[src/rtl/stcd_pkg.sv]
// Shared types and constants for the scaled texture column draw unit.
// No dependencies; used by every module under rtl/.
package stcd_pkg;

  localparam int TEXEL_DEPTH = 4096;
  localparam int TEXEL_AW    = $clog2(TEXEL_DEPTH);
  localparam int SHADE_DEPTH = 256;
  localparam int SHADE_AW    = $clog2(SHADE_DEPTH);
  localparam int MAX_RUN     = 64;
  localparam int FRAC_BITS   = 16;
  localparam int POS_W       = FRAC_BITS + TEXEL_AW;

  localparam int CMD_W    = 2;
  localparam int IDX_W    = 12;
  localparam int VAL_W    = 8;
  localparam int FRAC_W   = 28;
  localparam int LEN_W    = 7;
  localparam int COORD_W  = 12;
  localparam int Y_W      = 13;
  localparam int ADDR_W   = 26;
  localparam int FB_W     = 24;
  localparam int SW_W     = 13;

  localparam int S_DATA_W = 136;
  localparam int M_DATA_W = 64;
  localparam int PADDR_W  = 3;
  localparam int PDATA_W  = 32;

  localparam int QDEPTH   = 2;
  localparam int QAW      = $clog2(QDEPTH);
  localparam int OQ_DEPTH = 4;
  localparam int OQ_AW    = $clog2(OQ_DEPTH);
  localparam int OQ_CNT_W = $clog2(OQ_DEPTH + 1);

  localparam logic REG_FRAME_BASE   = 1'b0;
  localparam logic REG_SCREEN_WIDTH = 1'b1;

  localparam logic [FB_W-1:0] FRAME_BASE_RESET   = '0;
  localparam logic [SW_W-1:0] SCREEN_WIDTH_RESET = SW_W'(320);

  typedef enum logic [CMD_W-1:0] {
    CMD_LOAD_TEXEL = 2'd0,
    CMD_LOAD_SHADE = 2'd1,
    CMD_DRAW_PLAIN = 2'd2,
    CMD_DRAW_LIT   = 2'd3
  } cmd_t;

  typedef enum logic [1:0] {
    S_IDLE,
    S_PREP,
    S_RUN
  } back_state_t;

  typedef struct packed {
    cmd_t                kind;
    logic [IDX_W-1:0]    load_index;
    logic [VAL_W-1:0]    load_value;
    logic [IDX_W-1:0]    source_offset;
    logic [FRAC_W-1:0]   start_fraction;
    logic [FRAC_W-1:0]   step;
    logic [LEN_W-1:0]    length;
    logic [COORD_W-1:0]  column;
    logic [Y_W-1:0]      row_start;
  } queue_entry_t;

  typedef struct packed {
    logic [ADDR_W-1:0]   write_address;
    logic [VAL_W-1:0]    pixel;
    logic [COORD_W-1:0]  pixel_x;
    logic [Y_W-1:0]      pixel_y;
    logic                last;
  } pix_t;

endpackage

[src/rtl/stcd_front.sv]
// Front end: accepts stream transactions, classifies commands, feeds the command queue.
// Depends on stcd_pkg.
module stcd_front (
  input  logic                                clk,
  input  logic                                rst,
  input  logic                                s_tvalid,
  output logic                                s_tready,
  // s_tdata, low bit up: load_index, load_value, source_offset, start_fraction,
  // step, length, column, row_top, row_shift, zero fill
  input  logic [stcd_pkg::S_DATA_W-1:0]       s_tdata,
  // s_tuser: command
  input  logic [stcd_pkg::CMD_W-1:0]          s_tuser,
  output logic                                q_valid,
  output stcd_pkg::queue_entry_t              q_entry,
  input  logic                                q_pop
);

  stcd_pkg::queue_entry_t               entry_in;
  stcd_pkg::queue_entry_t               qmem [stcd_pkg::QDEPTH];
  logic [stcd_pkg::QAW-1:0]             wr_ptr;
  logic [stcd_pkg::QAW-1:0]             rd_ptr;
  logic [stcd_pkg::QAW:0]               count;
  logic [stcd_pkg::LEN_W-1:0]           len_raw;
  logic                                 is_draw;
  logic                                 drop;
  logic                                 push;

  always_comb begin
    len_raw                 = s_tdata[94:88];
    entry_in.kind           = stcd_pkg::cmd_t'(s_tuser);
    entry_in.load_index     = s_tdata[11:0];
    entry_in.load_value     = s_tdata[19:12];
    entry_in.source_offset  = s_tdata[31:20];
    entry_in.start_fraction = s_tdata[59:32];
    entry_in.step           = s_tdata[87:60];
    entry_in.length         = (len_raw > stcd_pkg::LEN_W'(stcd_pkg::MAX_RUN)) ?
                              stcd_pkg::LEN_W'(stcd_pkg::MAX_RUN) : len_raw;
    entry_in.column         = s_tdata[106:95];
    entry_in.row_start      = stcd_pkg::Y_W'(s_tdata[118:107]) +
                              stcd_pkg::Y_W'(s_tdata[130:119]);
    is_draw = (entry_in.kind == stcd_pkg::CMD_DRAW_PLAIN) ||
              (entry_in.kind == stcd_pkg::CMD_DRAW_LIT);
    drop    = is_draw && (len_raw == '0);
  end

  assign s_tready = (count != (stcd_pkg::QAW+1)'(stcd_pkg::QDEPTH));
  assign push     = s_tvalid && s_tready && !drop;
  assign q_valid  = (count != '0);
  assign q_entry  = qmem[rd_ptr];

  always_ff @(posedge clk) begin
    if (push) begin
      qmem[wr_ptr] <= entry_in;
    end
  end

  always_ff @(posedge clk) begin
    if (rst) begin
      wr_ptr <= '0;
      rd_ptr <= '0;
      count  <= '0;
    end else begin
      if (push) begin
        wr_ptr <= wr_ptr + 1'b1;
      end
      if (q_pop) begin
        rd_ptr <= rd_ptr + 1'b1;
      end
      case ({push, q_pop})
        2'b10:   count <= count + 1'b1;
        2'b01:   count <= count - 1'b1;
        default: count <= count;
      endcase
    end
  end

endmodule

[config.mk]
export PLATFORM = sky130hd
export DESIGN_NAME = stcd_front
export DESIGN_NICKNAME = d
export VERILOG_FILES = /design/src/rtl/stcd_pkg.sv /design/src/rtl/stcd_front.sv
export SDC_FILE = /design/constraint.sdc
export NUM_CORES = 1
export LEC_CHECK = 0
export ABC_AREA = 1
export BUFFER_PORTS_ARGS = -buffer_cell sky130_fd_sc_hd__buf_2
export CAP_MARGIN = 15
export CORE_MARGIN = 5
export CORE_UTILIZATION = 40
export DETAILED_ROUTE_END_ITERATION = 12
export PLACE_DENSITY = 0.75
export SYNTH_ARGS = -nofsm -noshare
export SYNTH_HDL_FRONTEND = slang
export SYNTH_SLANG_ARGS = --single-unit
[constraint.sdc]
create_clock -name clk -period 7.14 [get_ports clk]
set_input_delay 1.071 -clock clk [delete_from_list [all_inputs] [get_ports clk]]
set_output_delay 1.071 -clock clk [all_outputs]
set_load 0.02 [all_outputs]
# Yosys cells after proc, flatten, opt, wreduce, memory -nomap -nowiden

Memories as Yosys holds them, arrays and structs flattened. A register that Yosys moved wholly into a read port is not among the register bits.
Index checks and enable logic that the tools add are counted.

Bits in registers: 4
RAM bits: 244
Input bits: 142
Memories: 1

Memory list:

| memory | words | width | read ports | clocked after Yosys merged registers in | write ports | RTL line         | text |
|---|---|---|---|---|---|---|---|
| qmem   | 2     | 122   | 1          | 1                                       | 1           | stcd_front.sv:19 | `stcd_pkg::queue_entry_t qmem [stcd_pkg::QDEPTH];` |

$add $sub $neg: 5
Order comparisons: 1
Equal/unequal tests: 5
Multiplexer cells: 6
Reductions and logical operators: 8

Operators by type and width:

| kind                | number |
|---|---|
| $add 12x12->13      | 1 |
| $gt 7x7->1 const B  | 1 |
| $logic_not 7->1     | 1 |
| $mux 7              | 1 |
| $eq 2x2->1 const B  | 3 |
| $mux 1              | 4 |
| $pmux 2 s2          | 1 |
| $reduce_bool 2->1   | 2 |
| $logic_and 1x1->1   | 3 |
| $add 1x1->1 const B | 2 |
| $add 2x1->2 const B | 1 |
| $eq 2x1->1 const B  | 1 |
| $ne 2x2->1 const B  | 1 |
| $sub 2x1->2 const B | 1 |
| $logic_not 1->1     | 1 |
| $logic_or 1x1->1    | 1 |

# Depth between registers and ports, before layout

Gate-level depths: netlist of the first run.

Word-level depth: 7
Depth in mapped cells: 9
Gate-level depth less buffers: 9

# Least setup slack after synthesis of the first run

Ideal clock, no wire load.

Path kind: input-to-reg
From: in s_tvalid
To: mem qmem[0][0] (netlist name), enable pin
Library setup time: 604 ps
Arrival time: 6523 ps
Setup slack: 12 ps
Cell stages on the path: 3
Buffers on the path: 0
Path through: a21boi_0 -> nand2_1 -> nor2_1

Word-level cells in the longest chain between the ends: 4

RTL lines:

| item                            | RTL line         | text |
|---|---|---|
| from (decl)                     | stcd_front.sv:6  | `input logic s_tvalid,` |
| $logic_and 1x1->1 (2 in series) | stcd_front.sv:47 | `assign push = s_tvalid && s_tready && !drop;` |
| $mux 1                          | stcd_front.sv:52 | `if (push) begin` |
| $mux 1 (implied by the code)    | stcd_front.sv:53 | `qmem[wr_ptr] <= entry_in;` |
| to (decl)                       | stcd_front.sv:19 |  |

Every way passes these cells.

==> flow_summary.json, run 1 <==
{
  "status": "finished, final reports clean",
  "start_util_pct": 40.37,
  "post-place-cells": 1132,
  "drive_gt1_share_pct": 50.35,
  "hold_viol_final": 0,
  "synth_common_cells": "edfxtp_1 (244), mux2_4 (80), nand2_1 (58)",
  "hpwl_um": 13980,
  "fp.dieW_um": 168.7,
  "min_path_type": "flip-flop to flip-flop",
  "criticalPathCategory": "flip-flop to output port",
  "clock_path_buffers": 3,
  "core_area_mm2": 0.02496,
  "synth_area_leaders": "edfxtp_1 (73%), mux2_4 (12%), mux2_2 (4.7%)",
  "ant_nets": 0,
  "drt-initial-drc-count": 299,
  "fp.dieH_um": 168.7,
  "cts_made_buffers": 27,
  "crit_chain": "buf_4, mux2_2, buf_2",
  "clock_sinks": 249,
  "max_stage_delay_ns": 0.92,
  "yosysMostFrequentCell": "edfxtp_1",
  "stdcell_count": 1184,
  "p_per_area_mw_per_mm2": 292.8,
  "cp-start-kind": "flip-flop",
  "rows": 58,
  "grt_pass1_vias": 5723,
  "synthArstFlopShare_pct": 0,
  "num_vias": 5479,
  "routed_via_density": 4.628,
  "cts-root-buf": "clkbuf_16",
  "ctsResizeCount": 0,
  "area_delta_synth_final_pct": 24.69,
  "antenna_found_initial": 6,
  "finalCriticalPeriod_ns": 3.986,
  "tns_ns": 0,
  "ys.flop_type": "edfxtp_1",
  "hold_ws_ns": 0.5176,
  "synth_nets": 708,
  "overflow": 0,
  "place_area_mm2": 0.01170,
  "crit_required_ns": 6.07,
  "yosys_warnings": 0,
  "syn_inst": 552,
  "fmax_mhz": 250.9,
  "grt_setup_unrepaired": "no",
  "end_kind": "output port",
  "drc_errors": 0,
  "grtUsageTotal_pct": 13.53,
  "tightest_slew_ns": 0.9344,
  "crit_slowest_cell": "dfxtp_4",
  "crit_arrival_ns": 2.91,
  "grt_start_max_net_pins": 64,
  "finalSetupViolations": 0,
  "power_leakage_uw": 0.005109,
  "fin_area_mm2": 0.01257,
  "finalClockSkew_ns": 0.01037,
  "slew_headroom_pct": 37.71,
  "nNetsFinal": 987,
  "cts_tree": "done",
  "maxCapViolations": 0,
  "path_clk_slew_ns": 0.06,
  "period_share_pct": 55.82,
  "gp_congestion": 0.8366,
  "synthDistinctLibCells": 21,
  "cp_max_fo": 54,
  "post_cts_buffers": 0,
  "n_fill_cell": 2148,
  "synth.cell_area_mm2": 0.01008,
  "firstDrtPassIters": 5,
  "ir_worst_vdd_mv": 0.1674,
  "wl_um": 20070,
  "synth.avg_cell_area_um2": 18.26,
  "io_pins": 266,
  "synth.top_cell.area_share_pct": 72.70,
  "clock_latency_ns": 0.52,
  "port_buffers": 260,
  "ys_seq_area_share_pct": 73.69,
  "synth_edf_count": 244,
  "slew_viol_final": 0,
  "ys_seq_elements": 249,
  "htreeDepth": 1,
  "synth_area_leader_cell": "edfxtp_1",
  "die-area_mm2": 0.02847,
  "grt_pass1_wl_um": 30800,
  "cts_hold_buf": 0,
  "wl_per_cell_um": 16.95
}
final timing paths:
kind                  start     endpoint  slack [ns]  depth (start not counted)
setup reg to reg   count[0]  qmem[1][92]        4.31                          5
hold reg to reg    count[1]     count[1]        0.52                          2
hold / removal     count[1]     count[1]        0.52                          2
setup / recovery  flip-flop   q_entry[9]        3.15                          3
state kept, by name, summed over array words and instances (netlist names), named ones only:
name and count:
qmem 244, count 2, rd_ptr 1, wr_ptr 1
power breakdown:
group | internal (uW) | total [uW] | switching, uW
sequential | 1750 | 1790 | 40.4
combinational | 234 | 563 | 328
clock | 804 | 1330 | 526
layout by cell type (no fill, tap or decap), drive strengths merged:
cell type	Yosys	final
clkinv	0	10
mux2	122	122
xnor2	1	1
buf	14	265
xor2	6	6
inv	33	34
nand2	58	58
fa	1	1
diode	0	2
edfxtp	244	244
nand4	5	5
nand3	13	13
nor3	1	1
a21boi	1	1
dfxtp	5	5
bufinv	0	3
clkinvlp	0	1
a21oi	9	9
o21ai	3	3
clkbuf	1	35
nor2	22	22
ha	13	13
metrics by stage:
step	power (uW)	worst slack [ns]	util [%]
after CTS	3736	3.031	50.32
after global placement	2376	3.546	46.88
after global routing	3850	2.959	50.34
final	3679	3.154	50.34
after floorplan	2210	0.01236	-
after detailed placement	2391	3.519	46.88
critical path: cells and delay by family (launching register included):
| family | cells | cell delay [ns] |
|---|---|---|
| buffers and inverters | 2 | 0.98 |
| DFF | 1 | 0.92 |
| muxes | 1 | 0.44 |
cell families (layout without fill, tap and decap cells):
kind of cell / count (synthesis) / count (layout) / synth area share (%)
other cells: 0 / 2 / 0
flops: 249 / 249 / 73.69
compound gates: 13 / 13 / 0.6703
fa+ha+maj: 14 / 14 / 1.813
buf+inv: 48 / 348 / 2.619
simple gates: 99 / 99 / 3.985
xor+xnor: 7 / 7 / 0.6083
mux: 122 / 122 / 16.61
routing by layer:
layer | up-vias | global-route usage [%] | part of all wire [%]
met3 | 44 | 4.461 | 8.6
met2 | 198 | 23.61 | 50
met1 | 2608 | 16.04 | 39
met5 | - | 0 | 0.17
met4 | 6 | 3.811 | 2.2
li1 | 2623 | - | -
cell type report:
cell class / instances / area (um2) / area share (%)
repair buffers: 265 / 1339 / 10.65
diodes: 2 / 5.005 / 0.03982
multi-input cells: 255 / 2395 / 19.06
well taps: 330 / 412.9 / 3.286
clock buffers: 35 / 705.7 / 5.615
inverters: 33 / 126.4 / 1.006
clock inverters: 15 / 152.6 / 1.215
flip-flops and latches: 249 / 7431 / 59.13
No activity file was read; power rests on OpenSTA's default activity.
==> run 2: changes to the inputs <==
==> constraint.sdc (replaced) <==
create_clock -name clk -period 3.5 [get_ports clk]
set_input_delay 0.525 -clock clk [delete_from_list [all_inputs] [get_ports clk]]
set_output_delay 0.525 -clock clk [all_outputs]
set_load 0.02 [all_outputs]
==> run 2 against run 1 <==
Sequential cell count unchanged. Clock skew about the same. Die area unchanged. Clock power increased by 130%.
==> flow_summary.json, run 2 (synthesis gave the netlist of run 1 again) <==
{
  "grt_pass1_vias": 5792,
  "crit_slowest_cell": "dfxtp_4",
  "num_vias": 5503,
  "status": "finished, final reports clean",
  "gp_congestion": 0.8025,
  "finalClockSkew_ns": 0.01048,
  "largest_reg_flops": 244,
  "firstDrtPassIters": 4,
  "maxCapViolations": 0,
  "hpwl_um": 13470,
  "antenna_found_initial": 3,
  "end_kind": "output port",
  "path_clk_slew_ns": 0.06,
  "ctsResizeCount": 0,
  "cts_hold_buf": 0,
  "routed_via_density": 4.648,
  "slew_headroom_pct": 61.86,
  "hold_viol_final": 0,
  "drt-initial-drc-count": 266,
  "area_delta_synth_final_pct": 26.67,
  "max_stage_delay_ns": 0.43,
  "place_ws_ns": 1.177,
  "final_common_cell": "buf_2",
  "fmax_mhz": 400.3,
  "p_per_area_mw_per_mm2": 614.4,
  "start_util_pct": 40.37,
  "core_area_mm2": 0.02496,
  "clock_path_buffers": 3,
  "place_area_mm2": 0.01179,
  "utilization_pct": 51.14,
  "cts-root-buf": "clkbuf_16",
  "drive_gt1_share_pct": 51.41,
  "clock_latency_ns": 0.52,
  "slew_viol_final": 0,
  "port_buffers": 260,
  "fp.dieW_um": 168.7,
  "grt_start_max_net_pins": 72,
  "mostFrequentLayoutCells": "buf_2 (260), edfxtp_1 (244), mux2_4 (80)",
  "finalSetupViolations": 0,
  "drc_errors": 0,
  "reg_top3": "qmem: 244 flops, count: 2 flops",
  "tns_ns": 0,
  "grt_pass1_wl_um": 30570,
  "overflow": 0,
  "nNetsFinal": 988,
  "criticalPathCategory": "flip-flop to output port",
  "die-area_mm2": 0.02847,
  "wl_um": 19750,
  "htreeDepth": 1,
  "cp_max_fo": 71,
  "min_path_type": "input pin to flip-flop",
  "power_leakage_uw": 0.005179,
  "grtUsageTotal_pct": 13.32,
  "crit_chain": "buf_12, mux2_4, buf_2",
  "crit_arrival_ns": 1.97,
  "io_pins": 266,
  "cp-start-kind": "flip-flop",
  "path_buf_inv": 2,
  "ir_worst_vdd_mv": 0.4446,
  "setup_ws_ns": 1.002,
  "ant_nets": 0,
  "crit_family": "buffers and inverters",
  "regMostFlops": "qmem",
  "cts_tree": "done",
  "tightest_slew_ns": 0.5721,
  "rows": 58,
  "fin_area_mm2": 0.01277,
  "grt_setup_unrepaired": "no",
  "clock_sinks": 249,
  "finalCriticalPeriod_ns": 2.498,
  "wl_per_cell_um": 16.68,
  "period_share_pct": 71.37,
  "post_cts_buffers": 0,
  "cts_made_buffers": 27,
  "fp.dieH_um": 168.7,
  "crit_required_ns": 2.97
}
==> run 2: changes by cell type in the layout (fill, tap and decap cells not counted), sizes merged <==
cell / delta
clkbuf: -5
bufinv: +3
clkinvlp: +3
clkinv: -2
buf: +1
==> run 2: per-layer routing <==
metal  share of wire (%)  global-route usage, %  wire length [um]
met5               0.066                      0                13
met4                 2.2                  3.070               442
met3                 9.3                  4.554              1837
met2                  50                  23.18              9816
met1                  39                  16.04              7641
==> run 2: worst reg2reg max path: stages, from the launching register on <==
cell and delay [ns]:
dfxtp_1 0.35, inv_1 0.09, a21boi_0 0.34, nand2_1 0.18
nor2_4 0.42, buf_12 0.36
==> run 2: final timing paths <==
| check | from | end | slack, ns | cells past startpoint |
|---|---|---|---|---|
| worst min register to register | count[1] | count[1] | 0.53 | 2 |
| worst max register to register | count[0] | qmem[0][78] | 1.34 | 5 |
| worst max-delay path | flip-flop | q_entry[102] | 1.00 | 3 |
| worst min-delay path | rst | flip-flop | 0.18 | 2 |
==> run 2: through the flow <==
step	cells	total power (uW)	hold WS, ns
final	1184	7844	0.1841
after global routing	1184	8185	0.1646
after CTS	1182	7957	0.1567
after detailed placement	1133	4889	0.5075
after global placement	1133	4855	0.4819
after floorplan	552	4486	0.4675
==> run 2: layout make-up <==
cell class / count / area (um2)
diodes: 2 / 5.005
clock buffers: 30 / 706.9
clock inverters: 19 / 266.5
fillers: 2092 / 12200
inverters: 33 / 127.6
multi-input cells: 255 / 2395
flip-flops and latches: 249 / 7431
well taps: 330 / 412.9
repair buffers: 266 / 1421
==> run 2: power by group <==
part | internal [uW] | total, uW | switching (uW)
Combinational | 496 | 1190 | 696
Clock | 1900 | 3040 | 1130
Sequential | 3560 | 3620 | 57.2
Total | 5960 | 7840 | 1890
==> run 3: changes to the inputs <==
--- a/config.mk
+++ b/config.mk
@@ -11,7 +11,7 @@
 export CORE_MARGIN = 5
 export CORE_UTILIZATION = 40
 export DETAILED_ROUTE_END_ITERATION = 12
-export PLACE_DENSITY = 0.75
+export PLACE_DENSITY = 0.72
 export SYNTH_ARGS = -nofsm -noshare
 export SYNTH_HDL_FRONTEND = slang
 export SYNTH_SLANG_ARGS = --single-unit
==> constraint.sdc (replaced) <==
create_clock -name clk -period 2.5 [get_ports clk]
set_input_delay 0.375 -clock clk [delete_from_list [all_inputs] [get_ports clk]]
set_output_delay 0.375 -clock clk [all_outputs]
set_load 0.02 [all_outputs]
==> run 3 against run 2 <==
Sequential power grew 40%. Routed wire length grew 1.4%. First-iteration DRC count grew 21%. Highest routed layer unchanged. Critical path type unchanged. Total power grew 36%. Count of clock-buffer cells in the layout shrank 2. Clock skew grew 0.0031 ns. Die area is the same. Worst setup slack lost 0.80 ns. Worst hold slack lost 0.14 ns. Via count is essentially flat. Clock power grew 30%. Sequential share of layout area grew 0.36 points.
==> flow_summary.json, run 3 (synthesis gave the netlist of run 1 again) <==
{
  "ctsResizeCount": 0,
  "place_area_mm2": 0.01181,
  "power_leakage_uw": 0.005140,
  "grt_start_max_net_pins": 77,
  "fp.dieH_um": 168.7,
  "grt.met2_usage_pct": 23.39,
  "hpwl_um": 13870,
  "drt-initial-drc-count": 322,
  "wl_per_cell_um": 16.96,
  "overflow": 0,
  "met1_usage_pct": 15.83,
  "htreeDepth": 1,
  "antenna_found_initial": 4,
  "reg_top3": "qmem: 244 flops, count: 2 flops",
  "min_path_type": "input pin to flip-flop",
  "hp-start": "s_tdata[106]",
  "num_vias": 5505,
  "cts_made_buffers": 25,
  "rows": 58,
  "cts_tree": "done",
  "cp_max_fo": 57,
  "drive_gt1_share_pct": 50.82,
  "crit_arrival_ns": 1.92,
  "clock_sinks": 249,
  "grt_use_met3_pct": 4.951,
  "core_area_mm2": 0.02496,
  "start_util_pct": 40.37,
  "cts_hold_buf": 0,
  "period_share_pct": 91.89,
  "ant_nets": 0,
  "r2r_end": "qmem[0][105]",
  "status": "finished, final reports clean",
  "place_ws_ns": 0.4894,
  "criticalPathCategory": "flip-flop to output port",
  "tightest_slew_ns": 0.4897,
  "drc_errors": 0,
  "clock_latency_ns": 0.52,
  "cts-root-buf": "clkbuf_16",
  "io_pins": 266,
  "grt_pass1_vias": 5702,
  "fp.dieW_um": 168.7,
  "fin_area_mm2": 0.01269,
  "grt_pass1_wl_um": 30270,
  "hold_viol_final": 0,
  "slew_headroom_pct": 67.35,
  "nNetsFinal": 987,
  "worstReg2RegStart": "count[0]",
  "p_per_area_mw_per_mm2": 841.8,
  "rrSetupSlack_ns": 0.71,
  "setup_ws_ns": 0.2028,
  "fmax_mhz": 435.3,
  "wl_um": 20030,
  "ir_worst_vdd_mv": 0.4842,
  "firstDrtPassIters": 4,
  "utilization_pct": 50.83,
  "cp-start-kind": "flip-flop",
  "die-area_mm2": 0.02847,
  "final_common_cell": "buf_2",
  "multi_input_area_mm2": 0.002406,
  "hold_depth": 1,
  "grt_setup_unrepaired": "no",
  "finalClockSkew_ns": 0.01354,
  "port_buffers": 260,
  "grtUsageTotal_pct": 13.42,
  "slew_viol_final": 0,
  "area_delta_synth_final_pct": 25.90,
  "stdcell_count": 1181,
  "register_area_mm2": 0.007431,
  "routed_via_density": 4.661,
  "end_kind": "output port",
  "gp_congestion": 0.8324,
  "finalCriticalPeriod_ns": 2.297,
  "largest_reg_flops": 244,
  "maxCapViolations": 0,
  "mostFrequentLayoutCells": "buf_2 (260), edfxtp_1 (244), mux2_4 (80)",
  "clock_path_buffers": 3,
  "hold_path_end": "qmem[0][24]",
  "crit_required_ns": 2.12,
  "grt.busiest_layer": "met2",
  "post_cts_buffers": 0,
  "power_uw": 10680,
  "regMostFlops": "qmem",
  "path_clk_slew_ns": 0.06,
  "post-place-cells": 1134,
  "r2r_cells": 5,
  "n_fill_cell": 2105,
  "finalSetupViolations": 0
}
[run 3: changes by cell type in the layout (fill, tap and decap cells not counted), moves of 2 or more]
cell / delta
clkbuf_1: +2
clkbuf_8: -2
clkinvlp_4: -2
clkinv_2: -2
clkbuf_16: -2
clkinv_1: +5
[run 3: how the worst max path moves through the flow]
stage	to	slack (ns)	from
3_5_place_dp	qmem[0][12]	0.49	s_tdata[107]
3_3_place_gp	qmem[0][12]	0.50	s_tdata[107]
6_report	q_entry[105]	0.20	flip-flop
2_1_floorplan	qmem[0][0]	-0.45	count[0]
4_1_cts	q_entry[112]	0.16	flip-flop
5_1_grt	q_entry[56]	0.12	flip-flop
[run 3: cell type report]
class / instances / share of cell area [%]
diodes: 1 / 0.01972
clock buffers: 28 / 5.019
clock inverters: 18 / 1.913
inverters: 33 / 1.006
multi-input cells: 255 / 18.96
flip-flops and latches: 249 / 58.56
well taps: 330 / 3.254
repair buffers: 267 / 11.26
[run 3: worst max-delay path, cell delays in order, from the launching register on]
cell and delay, ns:
dfxtp_4 0.44, buf_12 0.36, mux2_4 0.35, buf_2 0.16
[run 3: through the flow]
stage                     hold slack, ns  TNS, ns
after CTS                       0.008991        0
after floorplan                   0.4474  -109.14
after detailed placement          0.5112        0
after global routing            0.009239        0
after global placement            0.4942        0
final                            0.04326        0
[run 3: where the power goes]
group          total, uW  internal [uW]  switching (uW)  leakage (uW)
clock network       3950           2450            1490      0.000426
logic               1670            697             976       0.00239
registers           5060           4980            81.0       0.00232
total              10700           8130            2550       0.00514
[run 3: metal layers]
metal / routed length, um / part of all wire (%)
met5: 41 / 0.20
met4: 313 / 1.6
met3: 2124 / 11
met2: 9733 / 49
met1: 7814 / 39
